### src/hdl/mbce_pkg.sv
// Shared types, constants and helpers for the monochrome bitmap color expander.
// Used by every module under hdl; depends on nothing else.
package mbce_pkg;

	localparam int MAX_DIMENSION = 1024;
	localparam int DIM_W         = $clog2(MAX_DIMENSION + 1);
	localparam int COLOR_W       = 16;
	localparam int BYTE_W        = 8;
	localparam int PIX_IDX_W     = $clog2(BYTE_W);
	localparam int FIFO_DEPTH    = 4;
	localparam int FIFO_AW       = $clog2(FIFO_DEPTH);
	localparam int CFG_IDX_W     = 2;
	localparam int CFG_DATA_W    = COLOR_W;

	localparam logic [CFG_IDX_W-1:0] REG_FORE_COLOR    = 2'd0;
	localparam logic [CFG_IDX_W-1:0] REG_BACK_COLOR    = 2'd1;
	localparam logic [CFG_IDX_W-1:0] REG_BITMAP_WIDTH  = 2'd2;
	localparam logic [CFG_IDX_W-1:0] REG_BITMAP_HEIGHT = 2'd3;

	localparam logic [COLOR_W-1:0] FORE_RESET   = 16'hFFFF;
	localparam logic [COLOR_W-1:0] BACK_RESET   = 16'h0000;
	localparam logic [DIM_W-1:0]   WIDTH_RESET  = DIM_W'(8);
	localparam logic [DIM_W-1:0]   HEIGHT_RESET = DIM_W'(8);

	typedef struct packed {
		logic [COLOR_W-1:0] fore_color;
		logic [COLOR_W-1:0] back_color;
		logic [DIM_W-1:0]   bitmap_width;
		logic [DIM_W-1:0]   bitmap_height;
	} cfg_t;

	// One classified byte: bits, index of its last pixel, end flags for that pixel, and colors.
	typedef struct packed {
		logic [BYTE_W-1:0]    bits;
		logic [PIX_IDX_W-1:0] last_idx;
		logic                 row_end;
		logic                 bitmap_end;
		logic [COLOR_W-1:0]   fore_color;
		logic [COLOR_W-1:0]   back_color;
	} desc_t;

	// A dimension of zero counts as one, anything above the maximum as the maximum.
	function automatic logic [DIM_W-1:0] clamp_dim(input logic [DIM_W-1:0] v);
		logic [DIM_W-1:0] r;
		r = v;
		if (v == '0) begin
			r = DIM_W'(1);
		end else if (v > DIM_W'(MAX_DIMENSION)) begin
			r = DIM_W'(MAX_DIMENSION);
		end
		return r;
	endfunction

endpackage

### src/hdl/mbce_front.sv
// Front end: accepts bitmap bytes, tracks column and row, classifies each byte.
// Depends on mbce_pkg.
module mbce_front (
	input  logic                clk,
	input  logic                arst_n,
	input  mbce_pkg::cfg_t      cfg,
	input  logic                byte_valid,
	input  logic [7:0]          byte_data,
	input  logic                queue_full,
	output logic                byte_ready,
	output logic                push,
	output mbce_pkg::desc_t     push_desc
);

	logic [mbce_pkg::DIM_W-1:0] col_q, row_q;
	logic [mbce_pkg::DIM_W-1:0] w, h, col_eff, row_eff, remaining;
	logic [mbce_pkg::DIM_W:0]   row_inc;
	logic                       restart, big, last_row;

	assign w = mbce_pkg::clamp_dim(cfg.bitmap_width);
	assign h = mbce_pkg::clamp_dim(cfg.bitmap_height);

	// A register write can leave the counters outside the bitmap; start a new drawing then.
	assign restart   = (col_q >= w) || (row_q >= h);
	assign col_eff   = restart ? '0 : col_q;
	assign row_eff   = restart ? '0 : row_q;
	assign remaining = w - col_eff;
	assign big       = remaining > mbce_pkg::DIM_W'(mbce_pkg::BYTE_W);
	assign row_inc   = {1'b0, row_eff} + (mbce_pkg::DIM_W+1)'(1);
	assign last_row  = row_inc == {1'b0, h};

	assign byte_ready = !queue_full;
	assign push       = byte_valid && byte_ready;

	always_comb begin
		push_desc.bits       = byte_data;
		push_desc.last_idx   = big ? mbce_pkg::PIX_IDX_W'(mbce_pkg::BYTE_W - 1)
		                           : mbce_pkg::PIX_IDX_W'(remaining - mbce_pkg::DIM_W'(1));
		push_desc.row_end    = !big;
		push_desc.bitmap_end = !big && last_row;
		push_desc.fore_color = cfg.fore_color;
		push_desc.back_color = cfg.back_color;
	end

	always_ff @(posedge clk or negedge arst_n) begin
		if (!arst_n) begin
			col_q <= '0;
			row_q <= '0;
		end else if (push) begin
			if (big) begin
				col_q <= col_eff + mbce_pkg::DIM_W'(mbce_pkg::BYTE_W);
				row_q <= row_eff;
			end else begin
				col_q <= '0;
				row_q <= last_row ? '0 : row_inc[mbce_pkg::DIM_W-1:0];
			end
		end
	end

endmodule

### src/hdl/mbce_queue.sv
// Short descriptor queue between the front and back ends.
// Depends on mbce_pkg.
module mbce_queue (
	input  logic            clk,
	input  logic            arst_n,
	input  logic            push,
	input  mbce_pkg::desc_t push_desc,
	input  logic            pop,
	output logic            full,
	output logic            not_empty,
	output mbce_pkg::desc_t head
);

	mbce_pkg::desc_t              slots [mbce_pkg::FIFO_DEPTH];
	logic [mbce_pkg::FIFO_AW-1:0] wr_q, rd_q;
	logic [mbce_pkg::FIFO_AW:0]   count_q;

	assign full      = count_q == (mbce_pkg::FIFO_AW+1)'(mbce_pkg::FIFO_DEPTH);
	assign not_empty = count_q != '0;
	assign head      = slots[rd_q];

	always_ff @(posedge clk) begin
		if (push) begin
			slots[wr_q] <= push_desc;
		end
	end

	always_ff @(posedge clk or negedge arst_n) begin
		if (!arst_n) begin
			wr_q    <= '0;
			rd_q    <= '0;
			count_q <= '0;
		end else begin
			if (push) begin
				wr_q <= wr_q + mbce_pkg::FIFO_AW'(1);
			end
			if (pop) begin
				rd_q <= rd_q + mbce_pkg::FIFO_AW'(1);
			end
			unique case ({push, pop})
				2'b10:   count_q <= count_q + (mbce_pkg::FIFO_AW+1)'(1);
				2'b01:   count_q <= count_q - (mbce_pkg::FIFO_AW+1)'(1);
				default: count_q <= count_q;
			endcase
		end
	end

endmodule

### src/hdl/mbce_back.sv
// Back end: expands bytes into an output register, one pixel per cycle unless stalled.
// Depends on mbce_pkg.
module mbce_back (
	input  logic                             clk,
	input  logic                             arst_n,
	input  logic                             desc_valid,
	input  mbce_pkg::desc_t                  desc,
	output logic                             pop,
	output logic                             out_valid,
	input  logic                             out_ready,
	output logic [mbce_pkg::COLOR_W-1:0]     out_color,
	output logic                             out_row_end,
	output logic                             out_bitmap_end
);

	logic                              work_valid_q;
	logic [mbce_pkg::BYTE_W-1:0]       shift_q;
	logic [mbce_pkg::PIX_IDX_W-1:0]    left_q;
	mbce_pkg::desc_t                   cur_q;
	logic                              adv, last_pix;

	assign adv      = work_valid_q && (!out_valid || out_ready);
	assign last_pix = left_q == '0;
	assign pop      = desc_valid && (!work_valid_q || (adv && last_pix));

	always_ff @(posedge clk or negedge arst_n) begin
		if (!arst_n) begin
			work_valid_q <= 1'b0;
			out_valid    <= 1'b0;
		end else begin
			if (pop) begin
				work_valid_q <= 1'b1;
			end else if (adv && last_pix) begin
				work_valid_q <= 1'b0;
			end
			if (adv) begin
				out_valid <= 1'b1;
			end else if (out_ready) begin
				out_valid <= 1'b0;
			end
		end
	end

	always_ff @(posedge clk) begin
		if (pop) begin
			cur_q   <= desc;
			shift_q <= desc.bits;
			left_q  <= desc.last_idx;
		end else if (adv) begin
			shift_q <= {shift_q[mbce_pkg::BYTE_W-2:0], 1'b0};
			left_q  <= left_q - mbce_pkg::PIX_IDX_W'(1);
		end
		if (adv) begin
			out_color      <= shift_q[mbce_pkg::BYTE_W-1] ? cur_q.fore_color : cur_q.back_color;
			out_row_end    <= last_pix && cur_q.row_end;
			out_bitmap_end <= last_pix && cur_q.bitmap_end;
		end
	end

	a_bitmap_end_is_row_end: assert property (@(posedge clk) disable iff (!arst_n)
		out_valid && out_bitmap_end |-> out_row_end)
		else $error("bitmap end flagged without row end");

	a_work_continues: assert property (@(posedge clk) disable iff (!arst_n)
		adv && !last_pix |=> work_valid_q)
		else $error("byte dropped before its last pixel");

	a_work_drains: assert property (@(posedge clk) disable iff (!arst_n)
		adv && last_pix && !desc_valid |=> !work_valid_q)
		else $error("finished byte still marked busy");

	a_pop_needs_data: assert property (@(posedge clk) disable iff (!arst_n)
		pop |=> work_valid_q)
		else $error("popped descriptor not taken into work");

endmodule

### src/hdl/mono_bitmap_color_expand.sv
// Top level of the monochrome bitmap color expander.
// Holds the configuration registers; instantiates mbce_front, mbce_queue and mbce_back.
//
// Expands a 1-bit-per-pixel bitmap into RGB565 pixels. Bitmap bytes arrive as
// transactions on the s_ side in row order; each row starts on a byte boundary and
// the MSB of a byte is its leftmost pixel. A set bit gives fore_color, a clear bit
// back_color, and padding bits past the row width give no pixel. Every pixel leaves
// as one transaction on the m_ side with m_tlast high on the last pixel of a row
// and m_tuser high on the last pixel of the whole bitmap; after that byte the
// counters start the next drawing. Rate: one pixel per cycle while m_tready is high
// and bytes are queued; a full byte gives eight pixels and the end of a row fewer,
// paced by the single-pixel output register of the back end. The front end takes
// a byte per cycle while the four-entry descriptor queue has room, so input and
// output stall independently. Width and height of zero are treated as one and values
// above 1024 as 1024. The user must write registers through cfg_we/cfg_index/cfg_data
// only while no transaction is in flight; the block itself does not enforce this.
module mono_bitmap_color_expand (
	input  logic        clk,
	input  logic        arst_n,
	// Configuration write port.
	input  logic        cfg_we,
	input  logic [1:0]  cfg_index,
	input  logic [15:0] cfg_data,
	// Bitmap byte input.
	input  logic        s_tvalid,
	output logic        s_tready,
	input  logic [7:0]  s_tdata,   // [7:0] bitmap_byte
	// Pixel output.
	output logic        m_tvalid,
	input  logic        m_tready,
	output logic [15:0] m_tdata,   // [15:0] pixel_color
	output logic        m_tlast,   // row_end
	output logic        m_tuser    // [0] bitmap_end
);

	mbce_pkg::cfg_t  cfg_q;
	mbce_pkg::desc_t push_desc, head;
	logic            push, pop, full, not_empty;

	// Configuration registers; width and height keep only their low eleven bits.
	always_ff @(posedge clk or negedge arst_n) begin
		if (!arst_n) begin
			cfg_q.fore_color    <= mbce_pkg::FORE_RESET;
			cfg_q.back_color    <= mbce_pkg::BACK_RESET;
			cfg_q.bitmap_width  <= mbce_pkg::WIDTH_RESET;
			cfg_q.bitmap_height <= mbce_pkg::HEIGHT_RESET;
		end else if (cfg_we) begin
			unique case (cfg_index)
				mbce_pkg::REG_FORE_COLOR:    cfg_q.fore_color <= cfg_data;
				mbce_pkg::REG_BACK_COLOR:    cfg_q.back_color <= cfg_data;
				mbce_pkg::REG_BITMAP_WIDTH:
					cfg_q.bitmap_width  <= cfg_data[mbce_pkg::DIM_W-1:0];
				mbce_pkg::REG_BITMAP_HEIGHT:
					cfg_q.bitmap_height <= cfg_data[mbce_pkg::DIM_W-1:0];
				default: cfg_q <= cfg_q;
			endcase
		end
	end

	// The front end classifies each byte: how many pixels it holds and which end flags apply.
	mbce_front u_front (
		.clk        (clk),
		.arst_n     (arst_n),
		.cfg        (cfg_q),
		.byte_valid (s_tvalid),
		.byte_data  (s_tdata),
		.queue_full (full),
		.byte_ready (s_tready),
		.push       (push),
		.push_desc  (push_desc)
	);

	mbce_queue u_queue (
		.clk       (clk),
		.arst_n    (arst_n),
		.push      (push),
		.push_desc (push_desc),
		.pop       (pop),
		.full      (full),
		.not_empty (not_empty),
		.head      (head)
	);

	// The back end shifts one pixel per cycle into its output register unless m_tready stalls.
	mbce_back u_back (
		.clk            (clk),
		.arst_n         (arst_n),
		.desc_valid     (not_empty),
		.desc           (head),
		.pop            (pop),
		.out_valid      (m_tvalid),
		.out_ready      (m_tready),
		.out_color      (m_tdata),
		.out_row_end    (m_tlast),
		.out_bitmap_end (m_tuser)
	);

endmodule

### config.mk
export PLATFORM = sky130hd
export DESIGN_NAME = mono_bitmap_color_expand
export DESIGN_NICKNAME = d
export VERILOG_FILES = /design/src/hdl/mbce_pkg.sv /design/src/hdl/mbce_front.sv /design/src/hdl/mbce_queue.sv /design/src/hdl/mbce_back.sv /design/src/hdl/mono_bitmap_color_expand.sv
export SDC_FILE = /design/constraint.sdc
export NUM_CORES = 1
export LEC_CHECK = 0
export ABC_AREA = 1
export BUFFER_PORTS_ARGS = -buffer_cell sky130_fd_sc_hd__buf_2
export CAP_MARGIN = 20
export CORE_MARGIN = 2
export CORE_UTILIZATION = 40
export DETAILED_ROUTE_END_ITERATION = 8
export SLEW_MARGIN = 20
export SYNTH_ARGS = -nofsm -noshare
export SYNTH_HDL_FRONTEND = slang
export SYNTH_SLANG_ARGS = --single-unit
export TNS_END_PERCENT = 5
### constraint.sdc
create_clock -name clk -period 5 [get_ports clk]
set_input_delay 0.25 -clock clk [delete_from_list [all_inputs] [get_ports clk]]
set_output_delay 0.25 -clock clk [all_outputs]
set_load 0.02 [all_outputs]
=== Word level (Yosys, flattened, before mapping) ===
Memory sizes are Yosys's and may differ from the RTL's.
Index checks and enable logic that the tools add are counted.
W data, S select, Z words.

* Register bits after elaboration: 148
* Memory bits (writable): 180
* Bits of input ports: 31
* Output and inout bits: 20
* Word-level logic and storage cells: 91
* Memories: 1

* Add/subtract/negate cells: 9
* $lt $le $gt $ge: 5
* Equal/unequal tests: 7
* Mux-type cells: 22
* Reduce and logical (&&, ||, !) cells: 27

{| class="wikitable"
|+ Memory list
! memory !! depth !! width !! rd ports !! clocked after memory_dff !! write ports !! line !! source
|-
| u_queue.slots || 4 || 45 || 1 || 0 || 1 || mbce_queue.sv:14 || <nowiki>mbce_pkg::desc_t slots [mbce_pkg::FIFO_DEPTH];</nowiki>
|}

{| class="wikitable"
|+ Operators by type and width
! cell !! number
|-
| $mux W11 || 9
|-
| $ge A11 B11 Y1 || 2
|-
| $gt A11 B11 Y1 const B || 2
|-
| $logic_not A11 Y1 || 2
|-
| $mux W16 || 1
|-
| $mux W8 || 2
|-
| $add A11 B1 Y12 const B || 1
|-
| $eq A12 B11 Y1 || 1
|-
| $add A11 B4 Y11 const B || 1
|-
| $gt A11 B4 Y1 const B || 1
|-
| $sub A11 B11 Y11 || 1
|-
| $mux W3 || 3
|-
| $sub A3 B1 Y3 const B || 3
|-
| $reduce_and A2 Y1 || 4
|-
| $reduce_bool A2 Y1 || 4
|-
| $logic_and A1 B1 Y1 || 7
|-
| $eq A2 B2 Y1 const B || 3
|-
| $mux W1 || 6
|-
| $pmux W3 S2 || 1
|-
| $add A2 B1 Y2 const B || 2
|-
| $eq A2 B1 Y1 const B || 2
|-
| $logic_not A1 Y1 || 4
|-
| $add A3 B1 Y3 const B || 1
|-
| $eq A3 B3 Y1 const B || 1
|-
| other kinds (4) || 6
|}

=== Depth between registers and ports, before layout ===
* Word-level depth: 10
* Gate-level depth with buffers: 35
* Gate-level depth less buffers: 34

=== Modules after synthesis ===
From an unflattened synthesis, not the netlist that was laid out.

* Cells, all modules: 1606
* Area total of the unflattened synthesis: 15778.9 µm²

{| class="wikitable"
|+ Modules (own cells, without submodules)
! module !! instances !! cells each !! area an instance (µm²) !! sequential area each (µm²)
|-
| mbce_queue || 1 || 662 || 7671.1 || 5580.4
|-
| mbce_front || 1 || 560 || 3439.5 || 550.5
|-
| mbce_back || 1 || 142 || 2432.3 || 1941.9
|-
| mono_bitmap_color_expand || 1 || 242 || 2235.9 || 1373.8
|}

=== Least setup slack after synthesis ===
Ideal clock, no wire load.

* Kind: register to register
* From: register cfg_q[3] (netlist bit)
* To: memory u_queue.slots[0][34] (netlist bit), data pin
* Setup time: 0.269 ns
* Arrival time: 4.286 ns
* Data required time: 4.731 ns
* Slack: 0.445 ns
* Stages on the path, launching flop included: 31
* Path buffers: 1
* Clock period less this slack: 4.555 ns
* Cells stage by stage: dfstp_2 -> nor2_1 -> nand3_1 -> nor2_1 -> nor2_1 -> clkinv_1 -> nand2_1 -> ha_1 -> nand2_1 -> inv_1 -> a21oi_1 -> nand2_1 -> nand2_1 -> nand3_4 -> buf_6 -> nor2_1 -> ha_1 -> inv_1 -> fa_1 -> inv_1 -> ha_1 -> inv_1 -> or2_2 -> nand3_1 -> nand2_1 -> nor2_1 -> nand2_1 -> nor2_1 -> and2_1 -> nand3_1 -> or2_2

{| class="wikitable"
|+ RTL lines
! what !! line !! source
|-
| start, declared || mono_bitmap_color_expand.sv:36 || <nowiki>mbce_pkg::cfg_t cfg_q;</nowiki>
|-
| start signal, assigned || mono_bitmap_color_expand.sv:55 || <nowiki>default: cfg_q <= cfg_q;</nowiki>
|-
| end, declared || mbce_queue.sv:14 ||
|}

==> run metrics <==
Cell Area, Synth=roughly 14000 µm²; R2R cell count=31; Initial Utilization=0.406; global-route wire length before repair=50100 µm; vias in the first global route=about 9100; Post-DRT Antenna Nets=0; Mapped Cells=between 1000 and 1500; Hold Crit Class=in -> reg; DR vias=about 9500; CTS tree=done; Final WS setup=around 0.37 ns; initial antenna violation count=0; Unique masters post-synth=44; Nets=1464; Wirelength per Cell=around 17 µm; # clock sinks=between 300 and 400; Least-Margin Pin Slew=0.974 ns; largest net degree at the start of global routing=a little over 90; PD cells=just over 600 nW/µm²; area share of the largest cell type after synthesis=0.506; global placer's final weighted congestion=0.864; row cnt=around 70; Overall Global Routing Usage=0.167; DRC=0; cell taking the most area after synthesis=edfxtp_1; Pleak=about 6.5 nW; combinational power share=0.325; Longest Clk Path Bufs=3; Async SR Flop Fraction=0.259; fraction of layout cells with a size suffix above 1=0.156; top post-synthesis cells by area=edfxtp_1 51%, dfrtp_1 12%, o21ai_0 5.3%, nand2_1 5.0%, nor2_1 4.9%; Net Count, Synth=about 1400; # diodes=0; clk_lat worst skew=about 0.52 ns; Syn Area/Cell=11.0 µm²; buffers plus inverters on the worst setup path=4; number of synthesized flops with an enable pin=between 200 and 250; Worst Path Required=5.26 ns; area grow syn2layout=15.8%; Top delay family on crit path=simple AND/OR/NAND/NOR gates; critical path's largest stage delay=0.54 ns; cell mode on critical path=nor2_1; Max-Cap Viols=0; Reg2Reg Launch Point=cfg_q[14]$_DFFE_PN1P_; Clock transition at path regs=0.06 ns; clock share of power=0.262; Hold Path End=u_back.out_valid$_DFFE_PN0P_; DIE HEIGHT=just under 200 µm; HP Start=m_tready; CTS Root Buffer Type=clkbuf_16; Sw Pwr=~3.5 mW; top achievable clock speed=216 MHz; cts bufs inserted=36; Synth Warn #=0; peak supply drop=a little under 0.0003 V; FF-to-FF setup slack=0.37 ns; worst hold stages=4; worst setup slack after placement=~0.15 ns; status=completed; unrepaired setup endpoints after global routing=true; Final Hold Fails=0; # H-tree levels=2; crit end category=flop; final worst-path cycle share=0.926; top_reg_cell synth=edfxtp_1; Seq cells post-synth=328; core area=35600 µm²; drt initial violations=slightly below 600; WS Path Type=reg -> reg; critical path peak fanout=6; Stages on worst setup path=31; CP arrival=~4.9 ns; Pint=approximately 6.6 mW; Hold Worst Slack=0.0280 ns; final setup violation count=0; die width=194 µm; global route overflow=0; Top Ports=51; Worst Skew=between 0.01 and 0.015 ns; max_slew headroom=0.350; DIE AREA=37600 µm²; Vias per Instance=~5; CP max-delay cell=dfstp_2; final max-slew violation count=0; Detailed Place HPWL=a little under 20000 µm; Crit Reg-Reg Endpoint=u_queue.slots[1][34]$_DFFE_PP_; Fillers=approximately 3300; Switching Fraction=0.350; WL final=around 31000 µm; total iterations of the first detailed-routing run=7; Tmin final=about 4.6 ns; Flop pwr share=0.413; PortBufs=50; setup TNS=0 ns; CP startpoint kind=flop; sequential-to-total area share from yosys stat=0.655
==> cell families (layout without fill, tap and decap cells) <==
kind of cell / count (synthesis) / after routing / synth area share
AOI/OAI and AO/OA: 255 / 255 / 0.0943
xor gates and xnor gates: 22 / 22 / 0.0139
adders and majority gates: 44 / 44 / 0.0392
buffers and inverters: 176 / 285 / 0.0472
DFF: 328 / 328 / 0.655
muxes: 16 / 16 / 0.0125
and+or+nand+nor: 466 / 466 / 0.138
==> area by class of cell <==
| type | count | area [µm²] | area share |
|---|---|---|---|
| repair buffers | 92 | 612 | 0.0366 |
| flip-flops and latches | 328 | 9450 | 0.565 |
| clock inverters | 17 | 211 | 0.0127 |
| well taps | 461 | 577 | 0.0345 |
| repair inverters | 1 | 5.00 | 0.000300 |
| multi-input cells | 803 | 4400 | 0.263 |
| clock buffers | 48 | 977 | 0.0585 |
| inverters | 127 | 479 | 0.0287 |
==> synthesized netlist by cell type, types with 2 or more instances <==
cell type and number:
edfxtp_1 243, nand2_1 194, nor2_1 188, o21ai_0 154, inv_1 119, dfrtp_1 67
nand3_1 45, clkbuf_1 43, ha_1 42, o22ai_1 42, a21oi_1 41, dfstp_2 18
mux2_2 16, xor2_1 14, nor2_4 9, a31oi_1 7, xnor2_1 7, nand4_1 6
clkinv_1 4, inv_2 4, nor3_1 4, o21ai_1 4, or2_2 4, nor2_2 3
o211ai_1 3, buf_1 2, buf_6 2, fa_1 2, nand3_2 2, nand3b_1 2
nor3_2 2, o21bai_1 2
==> worst max path at each step <==
stage,start,endpoint,slack [ns]
global route,cfg_q[19]$_DFFE_PN0P_,u_front.row_q[1]$_DFFE_PN0P_,-0.07
finish,cfg_q[14]$_DFFE_PN1P_,u_queue.slots[1][34]$_DFFE_PP_,0.37
floorplan,cfg_q[3]$_DFFE_PN1P_,u_queue.slots[0][34]$_DFFE_PP_,0.45
detailed placement,cfg_q[18]$_DFFE_PN0P_,u_queue.slots[2][36]$_DFFE_PP_,0.15
global placement,cfg_q[18]$_DFFE_PN0P_,u_front.row_q[3]$_DFFE_PN0P_,0.28
CTS,cfg_q[18]$_DFFE_PN0P_,u_queue.slots[2][36]$_DFFE_PP_,0.12
==> layer usage <==
layer  vias to the layer above  global-route usage  wire [µm]
li1                       4667                   -          -
met1                      4578               0.224      14400
met2                       178               0.290      15200
met3                        42              0.0233       1360
met4                         0              0.0390        481
met5                         -                   0          0
==> registers in the layout, summed over array words and instances, names as in the netlist, 2 cells and up <==
name and flops:
u_back.left_q 3, u_front.col_q 11, u_queue.wr_q 2, cfg_q 54, u_back.out_color 16, u_queue.rd_q 2, u_queue.slots 180, u_front.row_q 11
u_back.shift_q 8, u_back.cur_q 34, u_queue.count_q 3
==> timing repair <==
| action | CTS | global route |
|---|---|---|
| setup endpoints to repair | 0 | 42 |
| resized for setup | 0 | 23 |
| hold buffers | 13 | 0 |
| setup buffers | 0 | 8 |
| hold endpoints to repair | 61 | 0 |
==> cells in the final DEF (no fill, tap or decap), types with 2 or more instances in the layout <==
cell type,n
edfxtp_1,243
nand2_1,193
nor2_1,178
o21ai_0,154
inv_1,117
dfrtp_1,66
buf_2,49
nand3_1,43
o22ai_1,42
ha_1,41
a21oi_1,39
clkbuf_16,37
buf_4,28
dfstp_2,18
mux2_2,16
nor2_4,15
xor2_1,14
dlygate4sd3_1,13
clkbuf_1,10
inv_2,8
nor2_2,7
xnor2_1,7
a31oi_1,7
nand4_1,6
clkinv_2,5
nand3_2,4
nor3_1,4
o21ai_1,4
clkinv_1,4
bufinv_16,4
o211ai_1,3
or2_2,3
a21oi_2,2
o21bai_1,2
nor3_2,2
nand3b_1,2
clkinvlp_4,2
==> power groups by stage <==
stage          clock network, mW  registers (mW)  logic, mW
6_report                    2.65            4.19       3.29
5_1_grt                     2.84            4.26       3.71
4_1_cts                     2.71            4.19       3.20
3_5_place_dp                   0            4.25       3.18
3_3_place_gp                   0            4.22       3.13
2_1_floorplan                  0            4.23       2.22
==> worst min-delay path: stages <==
cell,delay (ns)
buf_2,0.07
inv_1,0.03
nand2_1,0.09
nand2_1,0.06
==> metrics by stage <==
stage	cell area (µm²)	cells	power (mW)	utilization
floorplan	14400	1307	6.45	-
global placement	15200	1789	7.35	0.429
detailed placement	15200	1789	7.43	0.429
CTS	16600	1867	10.1	0.466
global route	16700	1877	10.8	0.470
finish	16700	1877	10.1	0.470
No activity file was read; power rests on OpenSTA's default activity.
